### config.mk
export PLATFORM = sky130hd
export DESIGN_NAME = bcgs_div
export DESIGN_NICKNAME = d
export VERILOG_FILES = /design/src/rtl/bcgs_pkg.sv /design/src/rtl/bcgs_div.sv
export SDC_FILE = /design/constraint.sdc
export NUM_CORES = 1
export LEC_CHECK = 0
export BUFFER_PORTS_ARGS = -buffer_cell sky130_fd_sc_hd__buf_2
export CELL_PAD_IN_SITES_DETAIL_PLACEMENT = 0
export CELL_PAD_IN_SITES_GLOBAL_PLACEMENT = 2
export CORE_MARGIN = 2
export CORE_UTILIZATION = 45
export CTS_BUF_LIST = sky130_fd_sc_hd__clkbuf_2 sky130_fd_sc_hd__clkbuf_4 sky130_fd_sc_hd__clkbuf_8
export DETAILED_ROUTE_END_ITERATION = 6
export HOLD_SLACK_MARGIN = 0.02
export PLACE_DENSITY_LB_ADDON = 0.1
export SLEW_MARGIN = 20
export SYNTH_ARGS = -nofsm -noshare
export SYNTH_HDL_FRONTEND = slang
export SYNTH_SLANG_ARGS = --single-unit
### constraint.sdc
create_clock -name clk -period 9.5 [get_ports clk]
set_clock_uncertainty 0.05 [all_clocks]
set_input_delay 1.9 -clock clk [delete_from_list [all_inputs] [get_ports clk]]
set_output_delay 1.9 -clock clk [all_outputs]
set_load 0.005 [all_outputs]
### src/rtl/bcgs_pkg.sv
// shared types and constants for the four-corner bilinear gradient sampler
// no dependencies; used by bcgs_div, bcgs_blend and the top level
package bcgs_pkg;

  localparam int COORD_W          = 16;
  localparam int WEIGHT_FRAC_BITS = 16;
  localparam int WGT_W            = WEIGHT_FRAC_BITS + 1;
  localparam int DIV_STEP         = 2;
  localparam int DIV_STAGES       = WEIGHT_FRAC_BITS / DIV_STEP;
  localparam int BLEND_STAGES     = 3;
  localparam int PIPE_DEPTH       = 1 + DIV_STAGES + BLEND_STAGES;
  localparam int CHAN_W           = 8;
  localparam int NUM_CHAN         = 4;
  localparam int COLOR_W          = CHAN_W * NUM_CHAN;
  localparam int EDGE_W           = CHAN_W + WEIGHT_FRAC_BITS;
  localparam int PROD_W           = CHAN_W + 2 * WEIGHT_FRAC_BITS;
  localparam int NUM_REGS         = 8;
  localparam int CFG_IDX_W        = $clog2(NUM_REGS);
  localparam int CFG_DATA_W       = COLOR_W;

  localparam logic [WGT_W-1:0] W_ONE = WGT_W'(1) << WEIGHT_FRAC_BITS;

  typedef enum logic [CFG_IDX_W-1:0] {
    REG_RECT_LEFT          = 3'd0,
    REG_RECT_TOP           = 3'd1,
    REG_RECT_WIDTH         = 3'd2,
    REG_RECT_HEIGHT        = 3'd3,
    REG_COLOR_TOP_LEFT     = 3'd4,
    REG_COLOR_TOP_RIGHT    = 3'd5,
    REG_COLOR_BOTTOM_LEFT  = 3'd6,
    REG_COLOR_BOTTOM_RIGHT = 3'd7
  } cfg_reg_t;

  typedef struct packed {
    logic signed [COORD_W-1:0] sample_x;
    logic signed [COORD_W-1:0] sample_y;
  } sample_t;

  typedef struct packed {
    logic [CHAN_W-1:0] red;
    logic [CHAN_W-1:0] green;
    logic [CHAN_W-1:0] blue;
    logic [CHAN_W-1:0] alpha;
  } pixel_t;

  typedef struct packed {
    logic [COORD_W-1:0] rem;
    logic [COORD_W-1:0] span;
    logic               zero;
    logic               one;
  } div_in_t;

  typedef struct packed {
    logic [COLOR_W-1:0] tl;
    logic [COLOR_W-1:0] tr;
    logic [COLOR_W-1:0] bl;
    logic [COLOR_W-1:0] br;
  } corners_t;

endpackage

### src/rtl/bcgs_div.sv
// pipelined restoring divider for one normalized coordinate, DIV_STEP bits per stage
// gives offset / span with saturation to zero or one; uses bcgs_pkg
module bcgs_div (
  input  logic                         clk,
  input  logic                         en,
  input  bcgs_pkg::div_in_t            din,
  output logic [bcgs_pkg::WGT_W-1:0]   wgt
);

  logic [bcgs_pkg::COORD_W-1:0]          rem_in  [bcgs_pkg::DIV_STAGES];
  logic [bcgs_pkg::WEIGHT_FRAC_BITS-1:0] quo_in  [bcgs_pkg::DIV_STAGES];
  logic [bcgs_pkg::COORD_W-1:0]          span_in [bcgs_pkg::DIV_STAGES];
  logic                                  zero_in [bcgs_pkg::DIV_STAGES];
  logic                                  one_in  [bcgs_pkg::DIV_STAGES];

  logic [bcgs_pkg::COORD_W-1:0]          rem_r   [bcgs_pkg::DIV_STAGES];
  logic [bcgs_pkg::WEIGHT_FRAC_BITS-1:0] quo_r   [bcgs_pkg::DIV_STAGES];
  logic [bcgs_pkg::COORD_W-1:0]          span_r  [bcgs_pkg::DIV_STAGES];
  logic                                  zero_r  [bcgs_pkg::DIV_STAGES];
  logic                                  one_r   [bcgs_pkg::DIV_STAGES];

  for (genvar k = 0; k < bcgs_pkg::DIV_STAGES; k++) begin : g_stage
    logic [bcgs_pkg::COORD_W-1:0]          rem_nxt;
    logic [bcgs_pkg::WEIGHT_FRAC_BITS-1:0] quo_nxt;

    if (k == 0) begin : g_first
      assign rem_in[k]  = din.rem;
      assign quo_in[k]  = '0;
      assign span_in[k] = din.span;
      assign zero_in[k] = din.zero;
      assign one_in[k]  = din.one;
    end else begin : g_next
      assign rem_in[k]  = rem_r[k-1];
      assign quo_in[k]  = quo_r[k-1];
      assign span_in[k] = span_r[k-1];
      assign zero_in[k] = zero_r[k-1];
      assign one_in[k]  = one_r[k-1];
    end

    always_comb begin
      logic [bcgs_pkg::COORD_W+1:0] trial;
      rem_nxt = rem_in[k];
      quo_nxt = quo_in[k];
      for (int b = 0; b < bcgs_pkg::DIV_STEP; b++) begin
        trial = {1'b0, rem_nxt, 1'b0} - {2'b00, span_in[k]};
        if (!trial[bcgs_pkg::COORD_W+1]) begin
          rem_nxt = trial[bcgs_pkg::COORD_W-1:0];
          quo_nxt = {quo_nxt[bcgs_pkg::WEIGHT_FRAC_BITS-2:0], 1'b1};
        end else begin
          rem_nxt = {rem_nxt[bcgs_pkg::COORD_W-2:0], 1'b0};
          quo_nxt = {quo_nxt[bcgs_pkg::WEIGHT_FRAC_BITS-2:0], 1'b0};
        end
      end
    end

    always_ff @(posedge clk) begin
      if (en) begin
        rem_r[k]  <= rem_nxt;
        quo_r[k]  <= quo_nxt;
        span_r[k] <= span_in[k];
        zero_r[k] <= zero_in[k];
        one_r[k]  <= one_in[k];
      end
    end
  end

  always_comb begin
    if (one_r[bcgs_pkg::DIV_STAGES-1]) begin
      wgt = bcgs_pkg::W_ONE;
    end else if (zero_r[bcgs_pkg::DIV_STAGES-1]) begin
      wgt = '0;
    end else begin
      wgt = {1'b0, quo_r[bcgs_pkg::DIV_STAGES-1]};
    end
  end

endmodule

==> metrics.md <==
| Metric | Value |
|---|---|
| Hpwl dp | 42900 µm |
| Drt drc | 0 |
| Avg Inst Size Synth | 10.3 µm² |
| Final Max Tran Viols | 0 |
| Synth Cell Area | 23100 µm² |
| Via count | 16800 |
| Final setup fails | 0 |
| Inst Count DP | 2957 |
| Fin area | 25300 µm² |
| Post-placement cell area | 24200 µm² |
| Area Growth Syn to Fin | 9.58% |
| R2R Path Start | span_r[0][1] |
| Seq cells post-synth | 312 |
| Netlist cell types | 84 |
| Clock Path Buffers | 3 |
| Clock latency on the worst-skew pair | 0.67 ns |
| Vias in the first global route | 16800 |
| Largest net degree at the start of global routing | 162 |
| Worst Setup Path Type | input pin to register |
| Fin crit period | 6.89 ns |
| Largest cells by area after synthesis | edfxtp_1 41%, ha_1 13%, mux2_2 5.6%, a21oi_1 4.4%, xnor2_1 4.2% |
| Wire per inst | 18.2 µm |
| RSZ-0062 raised after global routing | no |
| Final Util | 0.496 |
| CP required | 9.86 ns |
| Die area | 53200 µm² |
| Final WL | roughly 56000 µm |
| Yosys warns | 0 |
| Max-cap viol count | 0 |
| CTS root buf | clkbuf_8 |
| Post-synth top area cell | edfxtp_1 |
| Max incr delay on CP | 0.63 ns |
| H-tree levels | 2 |
| Status | completed |
| Die X-Extent | 231 µm |
| # rows | 83 |
| Core Area | 51100 µm² |
| Share of layout cells above drive strength 1 | 0.124 |
| Die span in y | 231 µm |
| Synth cell count leaders | 312 x edfxtp_1, 240 x ha_1, 204 x a21oi_1 |
| R2R setup slack | 2.83 ns |
| Final Hold Fails | 0 |
| CP max stage cell | a211o_1 |
| Crit share post-route | 0.726 |
| Hold Crit Class | register to register |
| Worst R2R End | rem_r[1][2] |
| Mapped Nets | between 2000 and 3000 |
| Peak Freq | 145 MHz |
| GR Overflow Total | 0 |
| Worst-path cell chain | buf_2 > inv_1 > ha_1 > a21oi_1 > o21ai_0 > o41ai_1 > nand2b_1 > a211o_1 > mux2_2 > ha_1 > o21a_1 > or2_2 > nand3_1 > o211ai_1 > a211oi_1 > o21ai_1 > and2_1 > nand2b_1 > mux2_2 |
| CTS resizes | 0 |
| Slew margin rel. | 0.275 |
| EDFF count, synth | approximately 310 |
| Worst setup startpoint | din[12] |
| Worst-Margin Slew | 1.09 ns |
| Post-route ant nets | 0 |
| Initial Util | 0.453 |
| Most numerous cell in the Yosys netlist | edfxtp_1 |
| Final net count | around 2600 |
| 1st-iter DRT viols | 795 |
| Cell count after synthesis | 2251 |
| Critical Path Fanout Max | 21 |
| TritonRoute pass-1 iters | 5 |
| Fin cells | roughly 3000 |
| TritonCTS clock tree | yes |
| Worst setup SP type | input pin |
| Top_reg_cell synth | edfxtp_1 |
| # clock sinks | approximately 310 |
| Global-route wire length before repair | 89100 µm |
| Final GP Congestion | 0.869 |
| GRT Util Overall | 0.211 |
| I/O pin count | 53 |
| Port Buffer Count | 52 |
| Initial antenna violation count | 2 |
| Post-CTS Setup Inserts | 0 |
| CTS clk-pin slew, worst paths | 0.06 ns |
| Hold_sp | quo_r[1][21] |
| Num CTS Buffers | 58 |
| Cells on worst reg2reg path | 19 |
| Ys async rst share | 0 |
| Seq/Total Area, Yosys | 0.405 |
| CTS Hold Bufs | 0 |
| Critical Path AT | around 7.3 ns |
| Via density | 5.48 |
| Setup TNS | 0 ns |
| Synth top area share | 0.405 |
| Critical Path Sink | rem_r[0][8] |
| Setup crit end kind | register |
[per-stage QoR]
stage	setup WS (ns)	hold slack, ns
2_1_floorplan	3.08	0.350
3_3_place_gp	2.08	0.351
3_5_place_dp	2.01	0.355
4_1_cts	2.71	0.351
5_1_grt	2.26	0.361
6_report	2.61	0.359
[worst min-delay path by stage]
stage                               to  slack, ns  cells after the start
after detailed placement  quo_r[1][20]       0.35                      0
after floorplan            one_r[0][1]       0.35                      0
after global routing      quo_r[0][50]       0.36                      0
final                     quo_r[1][39]       0.36                      0
after CTS                 quo_r[0][50]       0.35                      0
after global placement    zero_r[0][3]       0.35                      0
[cells in the final DEF, fill, tap and decap left out, types with 20 or more instances in the layout]
cell      netlist  routed
ha_1          240     240
o21bai_1       21      20
nor3_1         38      38
a21oi_1       204     203
nand2b_1       43      43
clkbuf_8        0      58
nor2b_1        33      33
o21a_1         44      44
xnor2_1       112     112
mux2_2        115     115
edfxtp_1      312     312
o21ai_0       118     118
nand3_1        31      31
a21o_1         62      62
nor2_1        182     182
and2_1         29      29
buf_2          11      51
xor2_1         64      64
inv_1         180     180
nand2_1       115     115
[per-layer routing]
layer  GRT usage  wire length, µm  vias to the layer above
met5           0                0                        -
met3      0.0300             1630                       90
met1       0.267            25300                     7928
met4      0.0667             1610                        0
li1            -                -                     8528
met2       0.370            27100                      241
[critical path, delay by kind of cell]
| kind | cells | cell delay, ns |
|---|---|---|
| simple gates | 5 | 1.19 |
| fa+ha+maj | 2 | 0.70 |
| compound gates | 8 | 2.41 |
| buf+inv | 2 | 0.18 |
| mux | 2 | 0.85 |
[sequential cells by signal, indices dropped and copies added (netlist names)]
register	count
rem_r	112
span_r	112
quo_r	72
one_r	8
zero_r	8
[kinds of logic (layout without fill, tap and decap cells)]
family | Yosys count | in the layout | share of synthesized area
flops | 312 | 312 | 0.405
xor+xnor | 176 | 176 | 0.0667
compound gates | 614 | 614 | 0.171
simple gates | 548 | 548 | 0.115
other cells | 0 | 1 | 0
fa+ha+maj | 248 | 248 | 0.137
buf+inv | 213 | 344 | 0.0368
mux | 140 | 140 | 0.0688
[area by class of cell]
cell class,count,area [µm²]
Clock buffer,65,851
Sequential cell,312,9370
Inverter,180,676
Tap cell,680,851
Timing Repair Buffer,59,335
Clock inverter,40,337
Antenna cell,1,2.50
Fill cell,4796,25800
Multi-Input combinational cell,1726,12900
Power is left out: the tool's default activity adds up to more than one toggle a clock period on the data nets, which glitch-free logic cannot reach.
